File: config.mk
export PLATFORM = sky130hd
export DESIGN_NAME = cooler_power_stepper_flat
export DESIGN_NICKNAME = d
export VERILOG_FILES = /design/src/hw/rtl/cps_pkg.sv /design/src/hw/rtl/cps_req_if.sv /design/src/hw/rtl/cps_rsp_if.sv /design/src/hw/rtl/cps_csr.sv /design/src/hw/rtl/cps_step.sv /design/src/hw/rtl/cooler_power_stepper.sv /design/src/flat_wrapper.sv
export SDC_FILE = /design/constraint.sdc
export NUM_CORES = 1
export LEC_CHECK = 0
export BUFFER_PORTS_ARGS = -buffer_cell sky130_fd_sc_hd__buf_2
export CAP_MARGIN = 20
export CORE_ASPECT_RATIO = 0.75
export CORE_MARGIN = 2
export CORE_UTILIZATION = 45
export CTS_CLUSTER_DIAMETER = 40
export DETAILED_ROUTE_END_ITERATION = 12
export GPL_ROUTABILITY_DRIVEN = 0
export PLACE_DENSITY = 0.7
export RECOVER_POWER = 25
export SLEW_MARGIN = 20
export SYNTH_ARGS = -nofsm -noshare
export SYNTH_HDL_FRONTEND = slang
export SYNTH_SLANG_ARGS = --single-unit
File: constraint.sdc
create_clock -name clock -period 6.15 [get_ports clock]
set_clock_uncertainty 0.05 [all_clocks]
set_input_delay 0.615 -clock clock [delete_from_list [all_inputs] [get_ports clock]]
set_output_delay 0.615 -clock clock [all_outputs]
set_load 0.02 [all_outputs]
File: src/hw/rtl/cps_pkg.sv
// ----------------------------------------------------------------------------
// cps_pkg
// Types and constants shared by the cooler power stepper.
// ----------------------------------------------------------------------------
package cps_pkg;

   localparam int TEMP_W  = 14;
   localparam int POWER_W = 8;
   localparam int HOLD_W  = 3;
   localparam int SUSP_W  = 2;
   localparam int CSR_W   = 14;
   localparam int CSR_IDX_W = 2;
   localparam int CALC_W  = 16;

   // bands and slopes in 0.01 C
   localparam logic signed [CALC_W-1:0] NEAR_BAND   = 16'sd200;
   localparam logic signed [CALC_W-1:0] COARSE_BAND = 16'sd70;
   localparam logic signed [CALC_W-1:0] FINE_BAND   = 16'sd20;
   localparam logic signed [CALC_W-1:0] NEAR_SLOPE  = 16'sd3;
   localparam logic signed [CALC_W-1:0] FAR_SLOPE   = 16'sd6;

   localparam logic [POWER_W-1:0] STEP_FAR    = 8'd6;
   localparam logic [POWER_W-1:0] STEP_COARSE = 8'd2;
   localparam logic [POWER_W-1:0] STEP_FINE   = 8'd1;

   localparam logic [HOLD_W-1:0] HOLD_SHORT = 3'd1;
   localparam logic [HOLD_W-1:0] HOLD_MID   = 3'd3;
   localparam logic [HOLD_W-1:0] HOLD_LONG  = 3'd6;

   localparam logic [SUSP_W-1:0] SUSPECT_LIMIT = 2'd3;

   localparam logic [POWER_W-1:0] MAX_POWER_RESET = 8'd255;

   typedef enum logic [CSR_IDX_W-1:0] {
      CSR_TARGET_TEMP = 2'd0,
      CSR_MAX_POWER   = 2'd1,
      CSR_AUTO_ENABLE = 2'd2
   } csr_index_type;

   typedef struct packed {
      logic signed [TEMP_W-1:0] target_temp;
      logic [POWER_W-1:0]       max_power;
      logic                     auto_enable;
   } cfg_type;

   typedef struct packed {
      logic signed [TEMP_W-1:0] previous_temp;
      logic                     have_reference;
      logic [POWER_W-1:0]       power_now;
      logic [HOLD_W-1:0]        hold_count;
      logic [SUSP_W-1:0]        suspect_count;
   } state_type;

   typedef struct packed {
      logic [POWER_W-1:0] power_level;
      logic               power_write;
      logic [HOLD_W-1:0]  hold_left;
   } result_type;

endpackage

File: src/hw/rtl/cps_req_if.sv
// ----------------------------------------------------------------------------
// cps_req_if
// Sample channel: valid/ready with one temperature sample.
// ----------------------------------------------------------------------------
interface cps_req_if import cps_pkg::*; ();
   logic                     valid;
   logic                     ready;
   logic signed [TEMP_W-1:0] sample_temp;
   logic                     sample_valid;

   modport source (output valid, output sample_temp, output sample_valid, input ready);
   modport sink   (input valid, input sample_temp, input sample_valid, output ready);
endinterface

File: src/hw/rtl/cps_rsp_if.sv
// ----------------------------------------------------------------------------
// cps_rsp_if
// Result channel: valid/ready with power level, write strobe and hold count.
// ----------------------------------------------------------------------------
interface cps_rsp_if import cps_pkg::*; ();
   logic               valid;
   logic               ready;
   logic [POWER_W-1:0] power_level;
   logic               power_write;
   logic [HOLD_W-1:0]  hold_left;

   modport source (output valid, output power_level, output power_write,
                   output hold_left, input ready);
   modport sink   (input valid, input power_level, input power_write,
                   input hold_left, output ready);
endinterface

File: src/hw/rtl/cps_csr.sv
// ----------------------------------------------------------------------------
// cps_csr
// Configuration registers: target temperature, power limit, auto mode.
// ----------------------------------------------------------------------------
module cps_csr import cps_pkg::*; (
   input  logic                 clock,
   input  logic                 reset,
   input  logic                 csr_we,
   input  logic [CSR_IDX_W-1:0] csr_index,
   input  logic [CSR_W-1:0]     csr_wdata,
   output cfg_type              cfg
);

   cfg_type cfg_ff;
   cfg_type cfg_in;

   always_comb begin
      cfg_in = cfg_ff;
      if (csr_we) begin
         case (csr_index)
            CSR_TARGET_TEMP: cfg_in.target_temp = csr_wdata[TEMP_W-1:0];
            CSR_MAX_POWER:   cfg_in.max_power   = csr_wdata[POWER_W-1:0];
            CSR_AUTO_ENABLE: cfg_in.auto_enable = csr_wdata[0];
            default:         cfg_in = cfg_ff;
         endcase
      end
   end

   always_ff @(posedge clock) begin
      if (reset) begin
         cfg_ff.target_temp <= '0;
         cfg_ff.max_power   <= MAX_POWER_RESET;
         cfg_ff.auto_enable <= 1'b0;
      end else begin
         cfg_ff <= cfg_in;
      end
   end

   assign cfg = cfg_ff;

endmodule

File: src/hw/rtl/cps_step.sv
// ----------------------------------------------------------------------------
// cps_step
// One-sample decision: suspect check, band compare, power step and hold.
// ----------------------------------------------------------------------------
module cps_step import cps_pkg::*; (
   input  cfg_type                  cfg,
   input  state_type                state,
   input  logic signed [TEMP_W-1:0] sample_temp,
   input  logic                     sample_valid,
   output state_type                state_next,
   output result_type               result
);

   logic signed [CALC_W-1:0] t_w;
   logic signed [CALC_W-1:0] prev_w;
   logic signed [CALC_W-1:0] tgt_w;
   logic signed [CALC_W-1:0] rise_w;
   logic signed [CALC_W-1:0] fall_w;
   logic signed [CALC_W-1:0] dist_w;
   logic                     do_raise;
   logic                     do_lower;
   logic [POWER_W-1:0]       amount;
   logic [POWER_W:0]         raise_sum;
   logic [POWER_W-1:0]       power_raised;
   logic [POWER_W-1:0]       power_lowered;

   always_comb begin
      t_w    = CALC_W'(sample_temp);
      prev_w = CALC_W'(state.previous_temp);
      tgt_w  = CALC_W'(cfg.target_temp);
      rise_w = t_w - prev_w;
      fall_w = prev_w - t_w;
      dist_w = t_w - tgt_w;
      if (dist_w < 0) begin
         dist_w = -dist_w;
      end
   end

   always_comb begin
      raise_sum = {1'b0, state.power_now} + {1'b0, amount};
      if (raise_sum > {1'b0, cfg.max_power}) begin
         power_raised = cfg.max_power;
      end else begin
         power_raised = raise_sum[POWER_W-1:0];
      end
      if (state.power_now < amount) begin
         power_lowered = '0;
      end else begin
         power_lowered = state.power_now - amount;
      end
   end

   always_comb begin
      state_next = state;
      do_raise   = 1'b0;
      do_lower   = 1'b0;
      amount     = '0;
      if (sample_valid) begin
         state_next.previous_temp  = sample_temp;
         state_next.have_reference = 1'b1;
         if (state.have_reference && cfg.auto_enable) begin
            if (state.hold_count == '0) begin
               if (t_w == prev_w && state.suspect_count < SUSPECT_LIMIT) begin
                  state_next.suspect_count = state.suspect_count + 1'b1;
               end else begin
                  state_next.suspect_count = '0;
                  if (dist_w < NEAR_BAND) begin
                     if (fall_w < NEAR_SLOPE && t_w > tgt_w) begin
                        if (t_w > tgt_w + COARSE_BAND) begin
                           do_raise = 1'b1;
                           amount   = STEP_COARSE;
                           state_next.hold_count = (t_w > prev_w) ? HOLD_MID : HOLD_LONG;
                        end else if (t_w > tgt_w + FINE_BAND) begin
                           do_raise = 1'b1;
                           amount   = STEP_FINE;
                           state_next.hold_count = (t_w > prev_w) ? HOLD_SHORT : HOLD_MID;
                        end
                     end else if (rise_w < NEAR_SLOPE && t_w < tgt_w) begin
                        if (t_w < tgt_w - COARSE_BAND) begin
                           do_lower = 1'b1;
                           amount   = STEP_COARSE;
                           state_next.hold_count = (t_w < prev_w) ? HOLD_MID : HOLD_LONG;
                        end else if (t_w < tgt_w - FINE_BAND) begin
                           do_lower = 1'b1;
                           amount   = STEP_FINE;
                           state_next.hold_count = (t_w < prev_w) ? HOLD_SHORT : HOLD_MID;
                        end
                     end
                  end else if (tgt_w < t_w) begin
                     if (fall_w < FAR_SLOPE) begin
                        do_raise = 1'b1;
                        amount   = STEP_FAR;
                        state_next.hold_count = (t_w > prev_w) ? HOLD_SHORT : HOLD_MID;
                     end
                  end else begin
                     if (rise_w < FAR_SLOPE) begin
                        do_lower = 1'b1;
                        amount   = STEP_FAR;
                        state_next.hold_count = (t_w < prev_w) ? HOLD_SHORT : HOLD_MID;
                     end
                  end
               end
            end else begin
               state_next.hold_count = state.hold_count - 1'b1;
            end
         end
      end
      if (do_raise) begin
         state_next.power_now = power_raised;
      end else if (do_lower) begin
         state_next.power_now = power_lowered;
      end
      result.power_level = state_next.power_now;
      result.power_write = do_raise | do_lower;
      result.hold_left   = state_next.hold_count;
   end

endmodule

File: src/hw/rtl/cooler_power_stepper.sv
// ----------------------------------------------------------------------------
// cooler_power_stepper
// Steps cooler power from a stream of temperature samples toward a target.
//
//   channel  direction  handshake      payload
//   req_if   in         valid/ready    sample_temp, sample_valid
//   rsp_if   out        valid/ready    power_level, power_write, hold_left
//   csr_*    in         write enable   index, data (no read-back)
//
// One sample per cycle while rsp_if is not stalled. A sample transferred on req_if
// passes an input register, the decision logic and a result register to rsp_if.
// Synchronous reset clears state, both stage valids and loads register resets.
// A stalled rsp_if holds the result; req_if still takes one more sample into
// the input register if that is empty, then stalls until the result transfers.
// ----------------------------------------------------------------------------
module cooler_power_stepper import cps_pkg::*; (
   input  logic                 clock,
   input  logic                 reset,
   cps_req_if.sink              req_if,
   cps_rsp_if.source            rsp_if,
   input  logic                 csr_we,
   input  logic [CSR_IDX_W-1:0] csr_index,
   input  logic [CSR_W-1:0]     csr_wdata
);

   cfg_type                  cfg;
   state_type                state_ff;
   state_type                state_in;
   result_type               result_in;
   result_type               rsp_ff;
   logic                     in_valid_ff;
   logic                     out_valid_ff;
   logic signed [TEMP_W-1:0] temp_ff;
   logic                     sample_valid_ff;
   logic                     advance;

   cps_csr u_csr (
      .clock     (clock),
      .reset     (reset),
      .csr_we    (csr_we),
      .csr_index (csr_index),
      .csr_wdata (csr_wdata),
      .cfg       (cfg)
   );

   cps_step u_step (
      .cfg          (cfg),
      .state        (state_ff),
      .sample_temp  (temp_ff),
      .sample_valid (sample_valid_ff),
      .state_next   (state_in),
      .result       (result_in)
   );

   assign advance       = !out_valid_ff || rsp_if.ready;
   assign req_if.ready  = !in_valid_ff || advance;

   always_ff @(posedge clock) begin
      if (reset) begin
         in_valid_ff <= 1'b0;
      end else if (req_if.ready) begin
         in_valid_ff <= req_if.valid;
      end
   end

   always_ff @(posedge clock) begin
      if (req_if.valid && req_if.ready) begin
         temp_ff         <= req_if.sample_temp;
         sample_valid_ff <= req_if.sample_valid;
      end
   end

   always_ff @(posedge clock) begin
      if (reset) begin
         out_valid_ff <= 1'b0;
         state_ff     <= '0;
      end else if (advance) begin
         out_valid_ff <= in_valid_ff;
         if (in_valid_ff) begin
            state_ff <= state_in;
         end
      end
   end

   always_ff @(posedge clock) begin
      if (in_valid_ff && advance) begin
         rsp_ff <= result_in;
      end
   end

   assign rsp_if.valid       = out_valid_ff;
   assign rsp_if.power_level = rsp_ff.power_level;
   assign rsp_if.power_write = rsp_ff.power_write;
   assign rsp_if.hold_left   = rsp_ff.hold_left;

   a_stall_holds_state: assert property (@(posedge clock) disable iff (reset)
      out_valid_ff && !rsp_if.ready |=> $stable(state_ff))
      else $error("state changed while result stalled");

   a_write_starts_hold: assert property (@(posedge clock) disable iff (reset)
      out_valid_ff && rsp_ff.power_write |-> rsp_ff.hold_left != '0)
      else $error("power write without hold");

   a_no_ref_idle: assert property (@(posedge clock) disable iff (reset)
      !state_ff.have_reference |->
         state_ff.power_now == '0 && state_ff.hold_count == '0 &&
         state_ff.suspect_count == '0)
      else $error("state moved before reference seeded");

   a_hold_range: assert property (@(posedge clock) disable iff (reset)
      state_ff.hold_count <= HOLD_LONG)
      else $error("hold count out of range");

endmodule

File: src/flat_wrapper.sv
// flat-port wrapper written by rule: the top's interface ports become plain ports
module cooler_power_stepper_flat import cps_pkg::*;
  (clock, reset, csr_we, csr_index, csr_wdata, req_if_valid, req_if_sample_temp, req_if_sample_valid, req_if_ready, rsp_if_valid, rsp_if_power_level, rsp_if_power_write, rsp_if_hold_left, rsp_if_ready);
  cps_req_if req_if_i ();
  cps_rsp_if rsp_if_i ();
  input  logic clock;
  input  logic reset;
  input  logic csr_we;
  input  logic [CSR_IDX_W-1:0] csr_index;
  input  logic [CSR_W-1:0] csr_wdata;
  input wire logic [$bits(req_if_i.valid)-1:0] req_if_valid;
  input wire logic [$bits(req_if_i.sample_temp)-1:0] req_if_sample_temp;
  input wire logic [$bits(req_if_i.sample_valid)-1:0] req_if_sample_valid;
  output wire logic [$bits(req_if_i.ready)-1:0] req_if_ready;
  output wire logic [$bits(rsp_if_i.valid)-1:0] rsp_if_valid;
  output wire logic [$bits(rsp_if_i.power_level)-1:0] rsp_if_power_level;
  output wire logic [$bits(rsp_if_i.power_write)-1:0] rsp_if_power_write;
  output wire logic [$bits(rsp_if_i.hold_left)-1:0] rsp_if_hold_left;
  input wire logic [$bits(rsp_if_i.ready)-1:0] rsp_if_ready;
  assign req_if_i.valid = req_if_valid;
  assign req_if_i.sample_temp = req_if_sample_temp;
  assign req_if_i.sample_valid = req_if_sample_valid;
  assign req_if_ready = req_if_i.ready;
  assign rsp_if_valid = rsp_if_i.valid;
  assign rsp_if_power_level = rsp_if_i.power_level;
  assign rsp_if_power_write = rsp_if_i.power_write;
  assign rsp_if_hold_left = rsp_if_i.hold_left;
  assign rsp_if_i.ready = rsp_if_ready;
  cooler_power_stepper u_core (.clock(clock), .reset(reset), .req_if(req_if_i), .rsp_if(rsp_if_i), .csr_we(csr_we), .csr_index(csr_index), .csr_wdata(csr_wdata));
endmodule
-- Word-level counts from Yosys, hierarchy flattened
Index checks and enable logic that the tools add are counted.
- $add $sub $neg: 12
- $lt $le $gt $ge: 18
- eq/ne operators: 3
- mux-type cells: 60
- bitwise logic cells: 1
- reductions and logical operators: 18
- operators by type and width (cell ; number):
    $mux 8 ; 11
    $mux 3 ; 16
    $sub 14x14->15 ; 3
    $lt 14x14->1 ; 3
    $gt 14x15->1 ; 2
    $lt 14x15->1 ; 2
    $gt 14x14->1 ; 2
    $mux 1 ; 23
    $lt 16x3->1 const B ; 1
    $lt 16x4->1 const B ; 1
    $lt 16x9->1 const B ; 1
    $mux 16 ; 1
    $neg 15->16 ; 1
    $add 14x6->15 const B ; 1
    $add 14x8->15 const B ; 1
    $lt 15x1->1 const B ; 1
    $lt 15x3->1 const B ; 1
    $lt 15x4->1 const B ; 1
    $sub 14x6->15 const B ; 1
    $sub 14x8->15 const B ; 1
    $eq 14x14->1 ; 1
    $mux 2 ; 7
    $mux 5 ; 2
    $add 8x8->9 ; 1
    other kinds (17) ; 27
- register bits: 80
- input port bits: 36
- output and inout port bits: 14
- word-level logic and storage cells: 127

-- Longest topological paths before layout
Gate-level depths: netlist (run 1).
- depth after elaboration: 15
- gate-level depth with buffers: 34
- gate-level depth less buffers: 32

-- By module
Synthesis (run 1) repeated with hierarchy kept, for this count alone.
- cells, all modules: 1148
- area, all modules: 9253.9 um2
- modules (own cells, without submodules) (module ; times used ; cells each ; area an instance (um2) ; sequential area each (um2)):
    cps_step ; 1 ; 889 ; 6090.8 ; 0.0
    cooler_power_stepper ; 1 ; 158 ; 2152.1 ; 1411.4
    cps_csr ; 1 ; 101 ; 1011.0 ; 460.4

-- Least setup slack after synthesis (run 1)
OpenSTA, ideal clock, no wires.
- kind: reg2reg
- start: reg u_core.u_csr.cfg_ff, in the netlist u_core.u_csr.cfg[14]
- end: reg u_core.state_ff[12] (netlist bit)
- library setup time: 128 ps
- data arrival time: 5967 ps
- data required time: 5972 ps
- slack: 5 ps
- stages on the path, launching flop included: 31
- path buffers: 3
- clock period less this slack: 6145 ps
- cells stage by stage: dfxtp_1 clkbuf_1 clkinv_1 ha_1 buf_4 and3_2 o21ai_2 a21oi_4 o21ai_0 a31o_2 or4_4 a22oi_4 and3_2 o211ai_1 nand3_1 inv_1 fa_1 ha_1 nor2b_1 o21a_1 o21a_1 o21a_1 o21a_1 o21ai_0 a21oi_1 a41o_1 buf_2 mux2_2 nand2_1 a31oi_1 a21boi_1
- cells in the longest elaborated chain, start to end: 15
- elaborated cells between the ends (all ways): 57
- those cells by class: 8 x add/sub; 11 x order compare; 36 x mux; 2 x reduce/logical
- ends and longest elaborated chain (what ; line ; RTL):
    start: declaration ; cps_csr.sv:14 ; cfg_type cfg_ff;
    start signal: assignment ; cps_csr.sv:35 ; cfg_ff <= cfg_in;
    branches (longest 14 deep; another with $neg 15->16) ; - ;
    $mux 8 * ; cps_step.sv:108 ; if (do_raise) begin
    end signal: assignment ; cooler_power_stepper.sv:80 ; state_ff <= state_in;
    end: declaration ; cooler_power_stepper.sv:27 ; state_type state_ff;
Mark *: on every way between the ends.
A chain may end at the register's enable or synchronous reset.

-- Final worst setup path (run 1)
- start: reg u_core.temp_ff[0]
- end: reg u_core.state_ff[10] (netlist bit)
- cells in the longest elaborated chain, start to end: 14
- elaborated cells between the ends (all ways): 65
- those cells by class: 6 x add/sub; 15 x order compare; 1 x eq/ne; 40 x mux; 3 x reduce/logical
- ends and longest elaborated chain (what ; line ; RTL):
    start: declaration ; cooler_power_stepper.sv:33 ; logic signed [TEMP_W-1:0] temp_ff;
    start signal: assignment ; cooler_power_stepper.sv:68 ; temp_ff <= req_if.sample_temp;
    branches (longest 13 deep; another with $neg 15->16) ; - ;
    $mux 8 * ; cps_step.sv:108 ;
Marks and branches as above.

==> results of run 1 <==
[power by group]
part           switching [uW]  total, uW  internal (uW)  leakage (uW)
Clock                     255        536            281      0.000135
Sequential               22.6        590            567      0.000694
Combinational             384        701            317       0.00399
[through the flow]
step / worst slack (ns) / std cells / util, % / TNS [ns]
after CTS: -0.1158 / 1577 / 57.32 / -0.5369
after floorplan: 0.004841 / 1118 / - / 0
after global routing: -0.5052 / 1581 / 59.08 / -6.437
final: -0.2567 / 1581 / 59.08 / -2.710
after global placement: -0.2153 / 1529 / 53.73 / -2.129
after detailed placement: -0.2992 / 1529 / 53.73 / -2.804
[what timing repair did]
item,CTS,global route
endpoints found under the setup margin,16,22
cloned,0,0
gates resized for setup,40,62
pin swaps,21,34
hold endpoints to repair,0,0
setup buffers,32,9
[cell usage in the layout, fill, tap and decap left out, types with 27 or more instances in the layout]
| cell type | netlist | final |
|---|---|---|
| buf_4 | 1 | 188 |
| buf_2 | 7 | 48 |
| o21ai_0 | 47 | 43 |
| nor2_1 | 75 | 71 |
| ha_1 | 117 | 109 |
| nor3_1 | 41 | 36 |
| xnor2_1 | 53 | 53 |
| edfxtp_1 | 27 | 27 |
| dfxtp_1 | 53 | 52 |
| inv_1 | 75 | 72 |
| nand2_1 | 129 | 129 |
| a21oi_1 | 92 | 87 |
[worst register-to-register path: cells and delay by family (launching register included)]
| family | cells | cell delay (ns) |
|---|---|---|
| AOI/OAI and AO/OA | 12 | 2.11 |
| xor gates and xnor gates | 1 | 0.26 |
| adders and majority gates | 5 | 1.40 |
| buffers and inverters | 3 | 0.33 |
| DFF | 1 | 0.45 |
| muxes | 1 | 0.19 |
| and+or+nand+nor | 6 | 1.52 |
[cell families (layout without fill, tap and decap cells)]
family	count (synthesis)	after routing	synth area share (%)
buffers and inverters	130	340	6.435
and+or+nand+nor	389	389	21.81
DFF	80	80	21.02
AOI/OAI and AO/OA	308	308	23.89
muxes	18	18	2.220
xor gates and xnor gates	71	71	7.068
adders and majority gates	122	122	17.56
[synthesized netlist by cell type, types with 10 or more instances]
master / number / share of area (%)
nand2_1: 129 / 5.4
ha_1: 117 / 16
a21oi_1: 92 / 5.2
inv_1: 75 / 3.2
nor2_1: 75 / 3.2
dfxtp_1: 53 / 12
xnor2_1: 53 / 5.2
o21ai_0: 47 / 2.6
nor3_1: 41 / 2.3
clkbuf_1: 31 / 1.3
edfxtp_1: 27 / 9.1
nand3_1: 27 / 1.5
a21o_1: 20 / 1.7
o211ai_1: 19 / 1.6
nand4_1: 17 / 1.2
xor2_1: 17 / 1.7
a31oi_1: 13 / 0.91
mux2i_1: 13 / 1.5
nand2b_1: 12 / 0.84
nor2b_1: 12 / 0.84
and2_1: 10 / 0.70
[flip-flops by register name (all words and copies together), names as in the netlist]
name / cells
u_core.state_ff: 28
u_core.u_csr.cfg: 23
u_core.temp_ff: 14
u_core.rsp_if.power_level: 8
u_core.rsp_if.hold_left: 3
u_core.in_valid_ff: 1
u_core.rsp_if.power_write: 1
u_core.rsp_if.valid: 1
u_core.sample_valid_ff: 1
[final cells by class]
class | instances | area, sq um | area share [%]
clock inverter | 7 | 61.31 | 0.5355
sequential | 80 | 1873 | 16.36
timing repair buffer | 244 | 1752 | 15.30
multi-input combinational | 908 | 6917 | 60.41
inverter | 80 | 305.3 | 2.666
tap | 253 | 316.6 | 2.765
clock buffer | 9 | 225.2 | 1.967
[layer usage]
| metal | up-vias | part of all wire [%] |
|---|---|---|
| met5 | - | 0 |
| met4 | 0 | 2.1 |
| met3 | 67 | 10 |
| met2 | 485 | 42 |
| met1 | 4431 | 45 |
| li1 | 4459 | - |
[worst paths after layout]
kind / from / end / slack [ns]
worst min-delay path: req_if_sample_temp[9] / u_core.temp_ff[9] / 0.37
worst max-delay path: u_core.temp_ff[0] / u_core.state_ff[10] / -0.26
worst min register to register: u_core.state_ff[1] / u_core.state_ff[1] / 0.41
worst max register to register: u_core.temp_ff[0] / u_core.state_ff[10] / -0.26
==> run_results.csv, run 1 <==
group,metric,value,unit
critical_path,worstPathArrival,6.62,ns
yosys,synth_area_per_cell,7.965,sq um
power,irDropWorstVdd,0.1040,mV
drt,post_drt_wl_per_cell,18.83,um
die,core,19380,sq um
power,cellLeakagePower,0.004815,uW
die,start_util,45.95,%
finish,nets,1481,
critical_path,cp_common_cell,"o21a_1",
cts,root_buffer,"clkbuf_16",
yosys,syn_area,8905,sq um
job,max_cap_viol_count,0,
critical_path,cp_max_fo,6,
power,powerDensity,159.6,nW/um^2
drt,vias_per_cell,5.972,
cts,cts.sinks,80,
global_route,grt_max_degree,41,
drt,vias,9442,
placement,dpl_cell_area,10410,sq um
cts,ctsHoldBuffers,0,
global_route,grt.met2_usage,40.50,%
finish,diodes,0,
critical_path,critPathCaptureType,"register",
drt,routed_wl,29770,um
critical_path,critPathTopFamily,"compound AO/OA/AOI/OAI gates",
yosys,synth_cells,1118,
cts,worstSkewPairLatency,0.37,ns
run_status,failed_checks,"setup timing",
cts,cts_buffers,9,
hold_path,hold_path.class,"in -> reg",
yosys,synthArstFlopShare,0,%
drt,drtAntennaViolNets,0,
timing,relSlewSlack,38.22,%
global_route,grt_busiest_layer,"met2",
timing,setup_slack,-0.2567,ns
yosys,synth_edf_count,27,
run_status,status,"complete, but fails checks",
yosys,ys_types,105,
cts,cts_tree,"done",
finish,stdcell_area,11450,sq um
global_route,gr-usage-met1,39.89,%
yosys,synth_flop_cell,"dfxtp_1",
critical_path,worstPathRequired,6.37,ns
yosys,ys_warn_count,0,
cts,htreeDepth,3,
drt,dr.pass1.iters,5,
critical_path,path_class,"reg -> reg",
finish,area_growth,28.58,%
global_route,grt_pass1_wl,45760,um
timing,holdWs,0.3728,ns
cts,clk_pin_slew,0.07,ns
placement,port_buffers,49,
die,fp.dieArea,20940,sq um
die,io_pins,50,
hold_path,hold_depth,1,
die,fp-row-count,44,
die,die_h,125.8,um
yosys,ys_seq_area_share,21.02,%
timing,period_needed,6.407,ns
global_route,grt.total_usage,27.32,%
timing,rsz0062_at_grt,"yes",
global_route,grt_pass1_vias,8634,
timing,setup_violations,16,
critical_path,cp.depth,28,
critical_path,crit_path_max_incr_delay,0.46,ns
global_route,grt_antenna_before_repair,0,
global_route,grt_overflow,0,
critical_path,slowest_stage,"fa_2",
finish,drive_gt1_share,28.92,%
timing,hold_viol_final,0,
die,die_w,166.4,um
timing,clock.fmax,0.1561,GHz
yosys,syn-num-nets,1276,
placement,dp_hpwl,22140,um
critical_path,crit_path_start_kind,"register",
drt,drc_errors,0,
timing,worst_slew_pin_slew,0.9267,ns
critical_path,rr_worst_depth,28,
global_route,met3_usage,6.411,%
cts,clockBufferDepth,2,
timing,report.final.slew_viol_count,0,
drt,drt_first_iter_violations,984,
critical_path,crit_buf_inv,3,
power,finalPower,1827,uW
timing,fin_crit_sh,104.2,%
finish,fill_cells,1695,
yosys,ys_ff_latch,80,
No activity file was read; power rests on OpenSTA's default activity.
==> run 2, diff against run 1 <==
PLACE_DENSITY = not set   (was 0.7)
==> run 2 against run 1 <==
Compared with the run above:
- the flow still finishes with violations (setup timing)
- hold slack better by 0.0080 ns
- via count down 6.0%
- wire length down 5.3%
- sequential power about the same
- sequential share of layout area up 0.45 points
- count of clock-buffer cells in the layout up 1
- register-to-register slack better by 0.19 ns
- combinational power down 7.6%
- largest cell class unchanged
==> run_results.csv, run 2 (synthesis gave the netlist of run 1 again) <==
group,metric,value,unit
finish,diodes,0,
global_route,grt.total_usage,26.11,%
die,core,19380,sq um
critical_path,path_class,"reg -> reg",
drt,drc_errors,0,
cts,worstSkewPairLatency,0.36,ns
global_route,grt_pass1_vias,8038,
drt,post_drt_wl_per_cell,18.01,um
global_route,grt_antenna_before_repair,0,
die,start_util,45.95,%
run_status,failed_checks,"setup timing",
critical_path,cp_max_fo,6,
timing,period_needed,6.220,ns
placement,port_buffers,49,
global_route,grt_pass1_wl,43730,um
timing,clock.fmax,0.1608,GHz
finish,stdcell_area,11140,sq um
finish,largest_register_ffs,28,
global_route,grt_max_degree,41,
timing,rsz0062_at_grt,"yes",
critical_path,rr_worst_depth,32,
placement,dp_hpwl,22620,um
critical_path,crit_buf_inv,6,
cts,cts_tree,"done",
drt,drtAntennaViolNets,0,
finish,largest_register,"u_core.state_ff",
die,io_pins,50,
drt,vias_per_cell,5.670,
power,powerDensity,157.6,nW/um^2
finish,drive_gt1_share,27.36,%
timing,setup_slack,-0.06955,ns
finish,final_cell_mix,"176 x buf_4, 128 x nand2_1, 109 x ha_1",
critical_path,worstPathArrival,6.40,ns
run_status,status,"complete, but fails checks",
power,irDropWorstVdd,0.1387,mV
critical_path,critPathTopFamily,"compound AO/OA/AOI/OAI gates",
die,fp-row-count,44,
finish,postLayoutCoreUtil,57.50,%
power,cellLeakagePower,0.004714,uW
cts,htreeDepth,3,
cts,cts.sinks,80,
finish,nets,1465,
job,max_cap_viol_count,0,
timing,setup_violations,3,
cts,ctsHoldBuffers,0,
critical_path,cp.depth,32,
drt,dr.pass1.iters,5,
cts,clk_pin_slew,0.07,ns
timing,relSlewSlack,39.68,%
finish,area_growth,25.14,%
finish,layout_commonest_cell,"buf_4",
hold_path,hold_path.class,"in -> reg",
timing,fin_crit_sh,101.1,%
timing,worst_slew_pin_slew,0.9048,ns
die,die_w,166.4,um
timing,report.final.slew_viol_count,0,
critical_path,worstPathRequired,6.33,ns
critical_path,crit_path_max_incr_delay,0.57,ns
die,die_h,125.8,um
placement,dpl_cell_area,10460,sq um
drt,routed_wl,28180,um
cts,clockBufferDepth,2,
critical_path,cp_common_cell,"o21a_1",
drt,vias,8874,
cts,root_buffer,"clkbuf_16",
cts,cts_buffers,9,
timing,hold_viol_final,0,
die,fp.dieArea,20940,sq um
drt,drt_first_iter_violations,694,
critical_path,critPathCaptureType,"register",
hold_path,hold_depth,1,
critical_path,slowest_stage,"fa_2",
global_route,grt_overflow,0,
critical_path,crit_path_start_kind,"register",
run 2: path summary, 6_finish.rpt:
path | to | slack, ns | start
worst max-delay path | u_core.state_ff[6] | -0.07 | u_core.temp_ff[0]
worst min-delay path | u_core.temp_ff[11] | 0.38 | req_if_sample_temp[11]
worst max register to register | u_core.state_ff[6] | -0.07 | u_core.temp_ff[0]
worst min register to register | u_core.state_ff[1] | 0.42 | u_core.state_ff[1]
run 2: area by class of cell:
| class | count | area [sq um] |
|---|---|---|
| fill | 1815 | 8235 |
| multi-input combinational | 908 | 6774 |
| sequential | 80 | 1873 |
| timing repair buffer | 228 | 1600 |
| tap | 253 | 316.6 |
| inverter | 80 | 305.3 |
| clock buffer | 10 | 229.0 |
| clock inverter | 6 | 45.04 |
run 2: metrics by stage:
step	TNS [ns]	total power, uW	setup slack (ns)	std cells	hold slack [ns]
2_1_floorplan	0	978.0	0.004841	1118	0.3828
3_3_place_gp	-0.3932	1199	-0.07078	1538	0.3973
3_5_place_dp	-1.721	1206	-0.1835	1538	0.4066
4_1_cts	-0.2211	1736	-0.05313	1560	0.3746
5_1_grt	-3.787	1834	-0.3692	1565	0.3752
6_report	-0.1049	1756	-0.06955	1565	0.3808
run 2: per-layer routing:
metal	part of all wire, %	wire length (um)	GRT usage [%]	up-vias
li1	-	-	-	4420
met3	6.2	1750	3.803	33
met2	40	11230	36.95	279
met4	1.4	394	5.680	0
met5	0	0	0	-
met1	53	14810	41.33	4142
run 2: power breakdown:
group	internal, uW	switching [uW]
combinational	293	355
sequential	567	22.6
clock	275	243
total	1140	621
run 2: what timing repair did:
item	CTS	global route
resized for setup	29	50
setup buffers	6	6
setup endpoints to repair	16	16
pin swaps	18	33
